### config.mk
export PLATFORM = sky130hd
export DESIGN_NAME = qph_cfg
export DESIGN_NICKNAME = d
export VERILOG_FILES = /design/src/rtl/qph_pkg.sv /design/src/rtl/qph_cfg.sv
export SDC_FILE = /design/constraint.sdc
export NUM_CORES = 1
export LEC_CHECK = 0
export BUFFER_PORTS_ARGS = -buffer_cell sky130_fd_sc_hd__buf_2
export CORE_MARGIN = 4
export CORE_UTILIZATION = 33
export DETAILED_ROUTE_END_ITERATION = 6
export PLACE_DENSITY = 0.79
export SLEW_MARGIN = 20
export SYNTH_ARGS = -nofsm -noshare
export SYNTH_HDL_FRONTEND = slang
export SYNTH_SLANG_ARGS = --single-unit
### constraint.sdc
create_clock -name clk -period 1 [get_ports clk]
set_clock_uncertainty 0.05 [all_clocks]
set_input_delay 0.1 -clock clk [delete_from_list [all_inputs] [get_ports clk]]
set_output_delay 0.1 -clock clk [all_outputs]
set_load 0.005 [all_outputs]
### src/rtl/qph_pkg.sv
// ----------------------------------------------------------------------------
// qph_pkg
// Shared types and constants of the quadratic probe hash table unit.
// ----------------------------------------------------------------------------
`default_nettype none

package qph_pkg;

	localparam int KEY_W      = 32;
	localparam int CFG_W      = 11;
	localparam int IDX_W      = 10;
	localparam int ST_W       = 2;
	localparam int MOD_DIGITS = 4;
	localparam int PADDR_W    = 3;
	localparam int PDATA_W    = 32;

	localparam logic [CFG_W-1:0] TABLE_SIZE_RESET = 11'd1021;
	localparam logic [CFG_W-1:0] TABLE_SIZE_MIN   = 11'd2;
	localparam logic [CFG_W-1:0] PROBE_INC_FIRST  = 11'd1;
	localparam logic [CFG_W-1:0] PROBE_INC_STEP   = 11'd2;

	localparam logic CFG_IDX_TABLE_SIZE = 1'b0;

	typedef enum logic [1:0] {
		MODE_FIND,
		MODE_INSERT,
		MODE_DELETE,
		MODE_RETRIEVE
	} mode_t;

	typedef enum logic [ST_W-1:0] {
		ST_EMPTY,
		ST_LIVE,
		ST_DELETED
	} slot_st_t;

	typedef enum logic [2:0] {
		S_CLEAR,
		S_IDLE,
		S_DIV,
		S_READ,
		S_CHECK,
		S_RESP
	} fsm_t;

	typedef struct packed {
		logic             start;
		logic [KEY_W-1:0] dividend;
		logic [CFG_W-1:0] divisor;
	} mod_req_t;

	typedef struct packed {
		logic             done;
		logic [CFG_W-1:0] remainder;
	} mod_rsp_t;

endpackage

`default_nettype wire

### src/rtl/qph_cfg.sv
// ----------------------------------------------------------------------------
// qph_cfg
// APB register file holding the table size.
// ----------------------------------------------------------------------------
`default_nettype none

module qph_cfg import qph_pkg::*; (
	input  wire logic               clk,
	input  wire logic               arst_n,
	input  wire logic               psel,
	input  wire logic               penable,
	input  wire logic               pwrite,
	input  wire logic [PADDR_W-1:0] paddr,
	input  wire logic [PDATA_W-1:0] pwdata,
	output logic      [PDATA_W-1:0] prdata,
	output logic                    pready,
	output logic      [CFG_W-1:0]   table_size
);

	logic [CFG_W-1:0] table_size_q;
	logic             wr_en;

	assign pready = 1'b1;
	assign wr_en  = psel && penable && pwrite && pready;

	always_ff @(posedge clk or negedge arst_n) begin
		if (!arst_n) begin
			table_size_q <= TABLE_SIZE_RESET;
		end else if (wr_en && paddr[2] == CFG_IDX_TABLE_SIZE) begin
			table_size_q <= pwdata[CFG_W-1:0];
		end
	end

	always_comb begin
		prdata = '0;
		if (paddr[2] == CFG_IDX_TABLE_SIZE) begin
			prdata = PDATA_W'(table_size_q);
		end
	end

	assign table_size = table_size_q;

endmodule

`default_nettype wire

# Yosys cells after proc, flatten, opt, wreduce, memory -nomap -nowiden
# Cells that the tools add are included.
dict set report op_classes {
  addsub 0
  multipliers 0
  n_div 0
  magnitude_cmp 0
  eq_ne 0
  shift 0
  muxes 1
  bitwise_logic 1
  n_reduce_logical 3
}
# op count
set ops {}
lappend ops {{$mux W11} 1}
lappend ops {{$logic_and A1 B1 Y1} 3}
lappend ops {{$not A1 Y1} 1}
dict set report word_totals {
  regBits 11
  latchBits 0
  ram_bits 0
  romBits 0
  inputBits 40
  output_inout_bits 44
  word_cells 6
  n_memories 0
}

# Depth between registers and ports, before layout
dict set report depth {
  depth_word 3
  mapped_depth 3
  mapped_depth_nobuf 2
}

# Least setup slack after synthesis
# No wires, ideal clock.
dict set report synth_timing {
  path_type {input port to flip-flop}
  startpoint {input port paddr[2]}
  endpoint {register table_size_q[10], in the netlist table_size[10]}
  setup_time_ps 125
  t_arrival_ps 703
  t_required_ps 825
  setup_slack_ps 122
  stages 3
  path_buffers 1
  cell_sequence {nand4b_4 buf_6 mux2_4}
}
dict set report synth_between {
  elab_chain_len 2
}
# item line_no
set synth_rtl {}
lappend synth_rtl {{from (decl)} qph_cfg.sv:13} ;# input wire logic [PADDR_W-1:0] paddr,
lappend synth_rtl {{$not A1 Y1} --}
lappend synth_rtl {{$logic_and A1 B1 Y1} qph_cfg.sv:29} ;# end else if (wr_en && paddr[2] == CFG_IDX_TABLE_SIZE) begin
lappend synth_rtl {{to (signal assigned)} qph_cfg.sv:30} ;# table_size_q <= pwdata[CFG_W-1:0];
lappend synth_rtl {{to (decl)} qph_cfg.sv:20} ;# logic [CFG_W-1:0] table_size_q;
# Every way passes these cells.
# A chain may end at the register's enable or synchronous reset.

# Worst setup path after layout
dict set report layout_timing {
  startpoint {register table_size_q[9], in the netlist table_size[9]}
  endpoint {output port prdata[9]}
}
dict set report layout_between {
  elab_chain_len 1
}
# item line_no
set layout_rtl {}
lappend layout_rtl {{$mux W11} qph_cfg.sv:36} ;# if (paddr[2] == CFG_IDX_TABLE_SIZE) begin
lappend layout_rtl {{to (decl)} qph_cfg.sv:15} ;# output logic [PDATA_W-1:0] prdata,
# Every way passes these cells.

==> impl_metrics.toml <==
[clock_network]
clkTransAtPathRegs_ns = 0.07
cts_tree = "built"
cts.sinks = 11
root_buffer = "clkbuf_4"
numCtsBuffers = 3
clockBufferDepth = 2
htree_levels = 1
clk-insertion-delay-late_ns = 0.26

[global_routing]
antenna_found_initial = 0
grt_pass1_vias = 497
grt_use_total = 0.105
grt_start_max_net_pins = 12
grt_pass1_wl_um = 2170
overflow = 0

[routing]
drc = 0
drt_iter0_markers = 4
ant_nets = 0
wirelength_um = 1530
wire_per_inst_um = 11.1
drtPass1Iterations = 2
vias = 518
via_per_inst = 3.75

[synthesis]
ys_ff_latch = 11
yosysWarnings = 0
syn_avg_cell_area_um2 = 12.2
synth.distinct_cells = 11
synth_area_leader_cell = "dfstp_2"
ys_seq_area_frac = 0.393
synthArstFlopShare = 1.00
synth_flop_cell = "dfstp_2"
ys_top_cells_by_area = "dfstp_2 (32%), buf_4 (23%), mux2_4 (21%)"
synth_area_um2 = 729
yosys.cell_count.top_type = "buf_4"
synth_top_area_share = 0.324
synthCells = 60
synth_edf_count = 0
synth_commonest_cells = "buf_4 (22), mux2_4 (10), nor2b_1 (10)"

[outcome]
status = "complete, but fails checks"
violations = "negative setup slack"

[power]
ir_drop_v = 0.000777
p_leak_nw = 0.591
power_density_nw_per_um2 = 1560

[cells_and_area]
nets = 152
layout.cells.non_filler = 138
largest_reg_flops = 11
syn_to_final_growth_pct = 42.0
drive_gt1_frac = 0.685
antenna-diode-count = 0

[setup_path]
crit_fanout = 3
worstPathRequired_ns = 0.85
worstSetupPathType = "reg2out"
cp.arrival_ns = 1.05
regToRegSetupSlack_ns = 0.04
slowest_delay_ns = 0.54
crit_path_top_delay_cell = "dfstp_2"
end_kind = "output pin"
cp-start-kind = "register"
crit_chain = "nor2b_2 > buf_2"

[timing]
period_share = 1.20
finalSetupViolations = 20
hold_violations = 0
fin_ws_ns = -0.205
period_needed_ns = 1.20
final_max_slew_viol_count = 0
max_freq_mhz = 830
grt_setup_unrepaired = "true"

[floorplan]
rows = 16
initial_core_util = 0.361
die_area_um2 = 3030
die_y_um = 55.0
core_area_um2 = 2020
chipWidth_um = 55.0
io-pin-count = 84

[placement]
post-place-cells = 124
place.gp.congestion = 0.593
place_hpwl_um = 1190
pre_cts_slack_ns = -0.0133
port-buffer-count = 38

[flow_run]
maxCapViolCount = 0

[hold_path]
worstHoldPathType = "in2reg"
[cells by family after synthesis]
kind of cell  Yosys count  synth area share
mux                    11             0.221
flops                  11             0.393
buf+inv                24             0.247
simple gates           12             0.129
other cells             2            0.0103
[repair_timing]
action | 4_1_cts | 5_1_grt
setup buffers | 5 | 3
endpoints found under the hold margin | 11 | 1
pin swaps | 0 | 0
setup endpoints to repair | 20 | 20
hold buffers | 1 | 1
gates resized for setup | 5 | 5
[final timing paths]
check / to / startpoint / depth (start not counted)
max: prdata[9] / table_size[9] / 2
min: table_size[1] / pwdata[1] / 2
max reg2reg: table_size[6] / table_size[6] / 3
min reg2reg: table_size[10] / table_size[10] / 2
max in group asynchronous: table_size[3] / arst_n / 2
min in group asynchronous: table_size[10] / arst_n / 2
[worst max-delay path, delay by kind of cell (launching register included)]
kind,cells,cell delay (ns)
buffers and inverters,1,0.12
AND/OR/NAND/NOR,1,0.14
flip-flops,1,0.54
[final cells by class]
| cell class | instances | area (um^2) |
|---|---|---|
| clock buffer | 4 | 26.3 |
| fill | 193 | 986 |
| multi-input combinational | 45 | 345 |
| sequential | 11 | 287 |
| tap | 27 | 33.8 |
| timing repair buffer | 51 | 344 |
[metal layers]
layer	share of wire	global-route usage
met3	0.15	0.0590
met2	0.49	0.177
met1	0.36	0.114
met5	0	0
met4	0	0.0243
[through the flow]
| step | utilization | setup TNS [ns] | hold slack [ns] | area [um^2] | total power, mW |
|---|---|---|---|---|---|
| 5_1_grt | 0.512 | -3.64 | -0.000490 | 1040 | 1.75 |
| 3_5_place_dp | 0.437 | -0.0493 | -0.0656 | 883 | 1.15 |
| 4_1_cts | 0.486 | -2.67 | 0.00341 | 983 | 1.57 |
| 6_report | 0.512 | -2.40 | 0.0161 | 1040 | 1.62 |
| 3_3_place_gp | 0.437 | -0.0250 | -0.0665 | 883 | 1.13 |
| 2_1_floorplan | - | 0 | -0.246 | 805 | 0.977 |
[power by group]
part / internal (mW) / switching [mW]
Clock: 0.154 / 0.139
Combinational: 0.448 / 0.203
Sequential: 0.603 / 0.0691
Total: 1.21 / 0.410
[layout by cell type (no fill, tap or decap)]
cell	netlist	layout
conb_1	2	22
dfrtp_1	2	2
nand4b_4	1	1
buf_4	22	8
mux2_4	10	10
clkbuf_1	1	1
mux2_2	1	1
buf_6	1	7
dlygate4sd3_1	0	2
nor2b_2	0	3
clkbuf_4	0	3
nor2b_1	10	7
buf_12	0	1
dfstp_2	9	9
and2b_1	1	1
buf_2	0	33
Note: power is estimated with default switching activity, not from simulation.
