**src/rtl/qph_pkg.sv**
```systemverilog
// ----------------------------------------------------------------------------
// qph_pkg
// Shared types and constants of the quadratic probe hash table unit.
// ----------------------------------------------------------------------------
`default_nettype none

package qph_pkg;

	localparam int KEY_W      = 32;
	localparam int CFG_W      = 11;
	localparam int IDX_W      = 10;
	localparam int ST_W       = 2;
	localparam int MOD_DIGITS = 4;
	localparam int PADDR_W    = 3;
	localparam int PDATA_W    = 32;

	localparam logic [CFG_W-1:0] TABLE_SIZE_RESET = 11'd1021;
	localparam logic [CFG_W-1:0] TABLE_SIZE_MIN   = 11'd2;
	localparam logic [CFG_W-1:0] PROBE_INC_FIRST  = 11'd1;
	localparam logic [CFG_W-1:0] PROBE_INC_STEP   = 11'd2;

	localparam logic CFG_IDX_TABLE_SIZE = 1'b0;

	typedef enum logic [1:0] {
		MODE_FIND,
		MODE_INSERT,
		MODE_DELETE,
		MODE_RETRIEVE
	} mode_t;

	typedef enum logic [ST_W-1:0] {
		ST_EMPTY,
		ST_LIVE,
		ST_DELETED
	} slot_st_t;

	typedef enum logic [2:0] {
		S_CLEAR,
		S_IDLE,
		S_DIV,
		S_READ,
		S_CHECK,
		S_RESP
	} fsm_t;

	typedef struct packed {
		logic             start;
		logic [KEY_W-1:0] dividend;
		logic [CFG_W-1:0] divisor;
	} mod_req_t;

	typedef struct packed {
		logic             done;
		logic [CFG_W-1:0] remainder;
	} mod_rsp_t;

endpackage

`default_nettype wire

```
**src/rtl/qph_mod.sv**
```systemverilog
// ----------------------------------------------------------------------------
// qph_mod
// Iterative key modulo table size, restoring, several bits per cycle.
// ----------------------------------------------------------------------------
`default_nettype none

module qph_mod import qph_pkg::*; (
	input  wire logic     clk,
	input  wire logic     arst_n,
	input  wire mod_req_t req,
	output mod_rsp_t      rsp
);

	localparam int STEPS = KEY_W / MOD_DIGITS;
	localparam int CW    = $clog2(STEPS);

	logic             busy_q;
	logic             done_q;
	logic [CW-1:0]    cnt_q;
	logic [KEY_W-1:0] dvd_q;
	logic [CFG_W-1:0] dvs_q;
	logic [CFG_W-1:0] rem_q;
	logic [CFG_W-1:0] rem_nxt;

	always_comb begin
		logic [CFG_W:0]   t;
		logic [CFG_W-1:0] r;
		r = rem_q;
		t = '0;
		for (int i = 0; i < MOD_DIGITS; i++) begin
			t = {r, dvd_q[KEY_W-1-i]};
			if (t >= {1'b0, dvs_q}) begin
				t = t - {1'b0, dvs_q};
			end
			r = t[CFG_W-1:0];
		end
		rem_nxt = r;
	end

	always_ff @(posedge clk or negedge arst_n) begin
		if (!arst_n) begin
			busy_q <= 1'b0;
			done_q <= 1'b0;
			cnt_q  <= '0;
		end else begin
			done_q <= 1'b0;
			if (req.start) begin
				busy_q <= 1'b1;
				cnt_q  <= '0;
			end else if (busy_q) begin
				cnt_q <= cnt_q + 1'b1;
				if (cnt_q == CW'(STEPS - 1)) begin
					busy_q <= 1'b0;
					done_q <= 1'b1;
				end
			end
		end
	end

	always_ff @(posedge clk) begin
		if (req.start) begin
			dvd_q <= req.dividend;
			dvs_q <= req.divisor;
			rem_q <= '0;
		end else if (busy_q) begin
			dvd_q <= dvd_q << MOD_DIGITS;
			rem_q <= rem_nxt;
		end
	end

	assign rsp.done      = done_q;
	assign rsp.remainder = rem_q;

endmodule

`default_nettype wire

```
**config.mk**
```make
export PLATFORM = sky130hd
export DESIGN_NAME = qph_mod
export DESIGN_NICKNAME = d
export VERILOG_FILES = /design/src/rtl/qph_pkg.sv /design/src/rtl/qph_mod.sv
export SDC_FILE = /design/constraint.sdc
export NUM_CORES = 1
export LEC_CHECK = 0
export BUFFER_PORTS_ARGS = -buffer_cell sky130_fd_sc_hd__buf_2
export CAP_MARGIN = 10
export CORE_MARGIN = 2
export CORE_UTILIZATION = 48
export CTS_BUF_LIST = sky130_fd_sc_hd__clkbuf_4 sky130_fd_sc_hd__clkbuf_8
export CTS_CLUSTER_SIZE = 24
export DETAILED_ROUTE_END_ITERATION = 16
export PLACE_DENSITY = 0.66
export SLEW_MARGIN = 5
export SYNTH_ARGS = -nofsm -noshare
export SYNTH_HDL_FRONTEND = slang
export SYNTH_SLANG_ARGS = --single-unit
```
**constraint.sdc**
```tcl
create_clock -name clk -period 11.7 [get_ports clk]
set_clock_uncertainty 0.15 [all_clocks]
set_input_delay 1.17 -clock clk [delete_from_list [all_inputs] [get_ports clk]]
set_output_delay 1.17 -clock clk [all_outputs]
set_load 0.03 [all_outputs]
```
* After elaboration in Yosys (flattened, before gate mapping) *
Index checks and enable logic that the tools add are counted.

word-level totals
  register bits = 59
  bits in latches = 0
  memory bits (writable) = 0
  ROM bits = 0
  input bits = 46
  word-level logic and storage cells = 31
  memories = 0

operators by class
  $add $sub $neg = 5
  multipliers = 0
  divide/modulo/power cells = 0
  $lt $le $gt $ge = 4
  eq/ne operators = 1
  shifts and indexed selects = 0
  multiplexer cells = 14
  bitwise logic cells = 0
  reduce and logical (&&, ||, !) cells = 1

operator list
  kind                                                            count
  32-bit 2-to-1 mux                                               2
  12-bit by 11-bit >= comparator with 1-bit output                4
  11-bit 2-to-1 mux                                               4
  11-bit subtractor                                               4
  1-bit 2-to-1 mux                                                6
  3-bit 2-to-1 mux                                                2
  3-bit by 1-bit adder with 3-bit output (second input constant)  1
  3-bit == test (second input constant)                           1
  2-bit nonzero test                                              1

* Depth between registers and ports, before layout *
  word-level depth = 8
  gate-level depth with buffers = 41
  depth with buffers taken out = 36

* Worst setup path after synthesis *
No wires, ideal clock.

  kind = reg-to-reg
  from = register rem_q[0]
  to = register rem_q[3]
  data arrival time = 8.899 ns
  data required time = 11.459 ns
  slack = 2.560 ns
  cell stages (with the launch flop) = 39
  buffers on the path = 4
  clock period less this slack = 9.140 ns
  cells stage by stage = dfxtp_1 > inv_1 > fa_1 > nand2b_1 > a211oi_1 > o31a_1 > or2_1 > buf_6 > mux2_2 > ha_1 > a21oi_1 > o21ai_0 > o31a_1 > o21a_1 > or3_1 > clkbuf_1 > nor2_1 > a21oi_1 > [... 3 more ...] > o31ai_1 > a21oi_1 > o2111a_1 > a2111o_1 > buf_6 > clkbuf_1 > a21oi_1 > inv_1 > fa_1 > nand2b_1 > a211oi_1 > o22a_1 > o221ai_1 > a21oi_1 > nor4_1 > and2_4 > or4_1 > a311oi_1

between the ends
  word-level cells in the longest chain between the ends = 8
  elaborated cells on any way between the ends = 12
  classes of those cells = add/sub (4); order compare (4); mux (4)

RTL lines
  what                                                                                          RTL line                      source
  start, declared                                                                               qph_mod.sv:22                 logic [CFG_W-1:0] rem_q;
  start signal, assigned                                                                        qph_mod.sv:67                 rem_q <= rem_nxt;
  11-bit subtractor / 12-bit by 11-bit >= comparator with 1-bit output (equally long branches)  qph_mod.sv:33, qph_mod.sv:32
  11-bit 2-to-1 mux (*)                                                                         qph_mod.sv:32                 if (t >= {1'b0, dvs_q}) begin
  11-bit subtractor / 12-bit by 11-bit >= comparator with 1-bit output (equally long branches)  qph_mod.sv:33, qph_mod.sv:32
  11-bit 2-to-1 mux (*)                                                                         qph_mod.sv:32
  12-bit by 11-bit >= comparator with 1-bit output / 11-bit subtractor (equally long branches)  qph_mod.sv:32, qph_mod.sv:33
  11-bit 2-to-1 mux (*)                                                                         qph_mod.sv:32
  11-bit subtractor / 12-bit by 11-bit >= comparator with 1-bit output (equally long branches)  qph_mod.sv:33, qph_mod.sv:32
  11-bit 2-to-1 mux (*)                                                                         qph_mod.sv:32

Every way passes the cells marked *; elsewhere a longest branch is shown, timed or not.
A chain may end at the register's enable or synchronous reset.

* Worst setup path in the final report *
  from = register dvs_q[0]
  to = register rem_q[3]

between the ends
  word-level cells in the longest chain between the ends = 8
  elaborated cells on any way between the ends = 12
  classes of those cells = add/sub (4); order compare (4); mux (4)

RTL lines
  what                                                                                          RTL line                      source
  start, declared                                                                               qph_mod.sv:21                 logic [CFG_W-1:0] dvs_q;
  start signal, assigned                                                                        qph_mod.sv:63                 dvs_q <= req.divisor;
  11-bit subtractor / 12-bit by 11-bit >= comparator with 1-bit output (equally long branches)  qph_mod.sv:33, qph_mod.sv:32
  11-bit 2-to-1 mux                                                                             qph_mod.sv:32
  11-bit subtractor / 12-bit by 11-bit >= comparator with 1-bit output (equally long branches)  qph_mod.sv:33, qph_mod.sv:32
  11-bit 2-to-1 mux                                                                             qph_mod.sv:32
  11-bit subtractor / 12-bit by 11-bit >= comparator with 1-bit output (equally long branches)  qph_mod.sv:33, qph_mod.sv:32
  11-bit 2-to-1 mux                                                                             qph_mod.sv:32
  11-bit subtractor / 12-bit by 11-bit >= comparator with 1-bit output (equally long branches)  qph_mod.sv:33, qph_mod.sv:32
  11-bit 2-to-1 mux (*)                                                                         qph_mod.sv:32

Marked as above.

==> out/metrics.cfg <==
[run_status]
outcome = completed

[finish]
post-route-cell-area_um2 = 5410
fin_util_pct = 55.4
nets = 640
area_growth_pct = 11.6
n_fill_cell = 919
diodes = 0
layout-drive-gt1-share_pct = 23.7

[timing]
final.min_clock_period_ps = 10470
hold_viol = 0
finalSetupViolations = 0
fin_ws_ps = 1230
setup_tns_ps = 0
period_share_pct = 89.5
max_slew_margin_pct = 40.6
worst_pin_slew_ps = 884
rsz0062_at_grt = false
slew_violations = 0
fmax_mhz = 95.5

[worst_setup_path]
path_max_fanout = 19
max_stage_delay_ps = 580
path_common_cell = a21oi_1
crit_path_start_kind = flip-flop
endpoint_kind = flip-flop
cp_slowest_cell = a2111o_1
worstSetupPathType = flip-flop to flip-flop
worst-endpoint-arrival_ps = 10560
worstPathRequired_ps = 11790

[global_routing]
track_usage_pct = 23.0
grt_pass1_vias = 3979
gr-total-overflow = 0
antenna_found_initial = 0
grt_max_degree = 61
grt_pass1_wl_um = 19800

[logic_synthesis]
async_reset_ff_share_pct = 8.47
synth_top_family_by_area = compound AO/OA/AOI/OAI gates
syn_area_um2 = 4850
synth-xor-area-share_pct = 4.33
synth_fa_ha_area_share_pct = 13.5
synth-simple-area-share_pct = 14.7
synth_edf_count = 43
synth_ff_type = edfxtp_1
synth_seq_cells = 59
yosysUniqueCellTypes = 60
synth_mux_area_share_pct = 12.9
ys_seq_area_share_pct = 33.7
syn_nets = 588
syn_inst = 492
synth-warning-count = 0
avgSynthCellArea_um2 = 9.86
synth-compound-area-share_pct = 16.6

[routing]
drt-total-wl_um = 12100
wl_per_cell_um = 17.8
via_per_inst = 5.86
wl_met2_um = 5630
top_layer = met4
ant_nets = 0
wl_met1_um = 5220
dr_wl_met3_um = 849
drt_iter0_drc = 309
drc = 0
vias = 3995
first_pass_iters = 6

[clock_network]
cts_tree = done
cts_made_buffers = 9
postCtsSetupBuffers = 0
insertion_delay_ps = 340
hold_buffers = 0
root_buffer = clkbuf_8
htree_levels = 3
post_cts_resized = 0
clockBufferDepth = 2
clock-sinks = 59
cts.clk_slew.worst_paths_ps = 80

[die]
dieArea_um2 = 10900
start_util_pct = 49.6
ios = 58
rows = 36
die_h_um = 105
coreArea_um2 = 9770
die_x_um = 105

[hold_path]
hp-class = flip-flop to flip-flop

[flow_run]
maxCapViolations = 0

[place]
routabilityCongestion = 0.934
pre_cts_ws_ps = 1450
dp_hpwl_um = 9370
placed_cell_area_um2 = 5230
port_buffers = 57

==> routing by layer <==
metal  vias up  global-route usage [%]
met4         0                    9.65
li1       1965                       -
met3        25                    4.99
met2       149                    37.9
met5         -                       0
met1      1856                    29.3
==> critical path: cells and delay by family, from the launching register on <==
kind | cells | cell delay (ps)
AOI/OAI and AO/OA | 18 | 4830
buffers and inverters | 1 | 80
and+or+nand+nor | 9 | 2540
adders and majority gates | 5 | 1880
muxes | 1 | 390
DFF | 1 | 450
==> cells in the mapped netlist, types with 2 or more instances <==
master / n / share of area, %
o21ai_0: 21 / 2.2
mux2_2: 49 / 11
o211ai_1: 5 / 0.77
a211oi_1: 7 / 1.1
nor2_1: 45 / 3.5
edfxtp_1: 43 / 27
o311ai_0: 5 / 0.90
nor2b_1: 9 / 1.2
buf_6: 2 / 0.46
a21boi_0: 2 / 0.31
nand2b_1: 9 / 1.2
dfrtp_1: 5 / 2.6
o31a_1: 2 / 0.36
nor4_1: 6 / 0.77
nor3_1: 8 / 0.83
nand3b_1: 2 / 0.31
a21o_1: 10 / 1.5
o31ai_1: 3 / 0.46
clkbuf_1: 9 / 0.70
o21a_1: 6 / 0.93
buf_1: 3 / 0.23
or2_2: 2 / 0.26
nand3_1: 12 / 1.2
a21oi_1: 26 / 2.7
or4_1: 2 / 0.31
a2111o_1: 3 / 0.70
fa_1: 4 / 1.7
nand2_1: 14 / 1.1
ha_1: 46 / 12
dfxtp_1: 11 / 4.5
nand4_1: 10 / 1.3
o21bai_1: 2 / 0.31
inv_1: 32 / 2.5
and2_1: 7 / 0.90
xor2_1: 8 / 1.4
xnor2_1: 16 / 2.9
or3_1: 6 / 0.77
nor3b_1: 3 / 0.46
mux2i_1: 6 / 1.2
a311oi_1: 11 / 2.0
==> stage by stage <==
| step | instances | hold WS, ps |
|---|---|---|
| after floorplan | 492 | 340 |
| after global placement | 666 | 358 |
| after detailed placement | 666 | 372 |
| after CTS | 682 | 389 |
| after global routing | 682 | 408 |
| final | 682 | 385 |
==> layout make-up <==
type                            instances  area [um^2]  area share, %
Timing Repair Buffer                   58          293           5.41
Multi-Input combinational cell        384         3010           55.6
Clock buffer                           10          131           2.43
Sequential cell                        59         1640           30.2
Tap cell                              133          166           3.07
Inverter                               32          120           2.22
Clock inverter                          6         56.3           1.04
==> sequential cells by signal, summed over array words and instances (netlist names) <==
register  count
rem_q        11
done_q        1
busy_q        1
dvs_q        11
dvd_q        32
cnt_q         3
==> kinds of logic after synthesis <==
group	count (synthesis)
xor gates and xnor gates	24
DFF	59
buffers and inverters	49
adders and majority gates	50
muxes	56
AOI/OAI and AO/OA	115
and+or+nand+nor	139
==> path summary, 6_finish.rpt <==
check	from	end	slack, ps	depth (start not counted)
worst min-delay path	cnt_q[2]	cnt_q[2]	390	2
worst max register to register	dvs_q[0]	rem_q[3]	1230	34
min in group asynchronous	arst_n	busy_q	480	1
worst max-delay path	dvs_q[0]	rem_q[3]	1230	34
worst min register to register	cnt_q[2]	cnt_q[2]	390	2
max in group asynchronous	arst_n	cnt_q[1]	10790	1
==> cell usage in the layout, fill, tap and decap left out, types with 3 or more instances in the layout <==
master	n
dfrtp_1	5
a2111o_1	3
fa_1	4
edfxtp_1	43
nor2_1	45
mux2_2	49
xnor2_1	16
o311ai_0	5
clkbuf_8	9
nor2b_1	9
o21ai_0	21
or3_1	6
o21a_1	6
xor2_1	8
o211ai_1	5
mux2i_1	6
nor3b_1	3
buf_2	57
nand3_1	12
ha_1	46
nor4_1	6
a21o_1	10
nand4_1	10
dfxtp_1	11
inv_1	32
a211oi_1	7
o31ai_1	3
and2_1	7
nand2_1	14
nor3_1	8
a311oi_1	11
nand2b_1	9
a21oi_1	26
clkinv_2	3
Power is left out: the tool's default activity adds up to more than one toggle a clock period on the data nets, which glitch-free logic cannot reach.
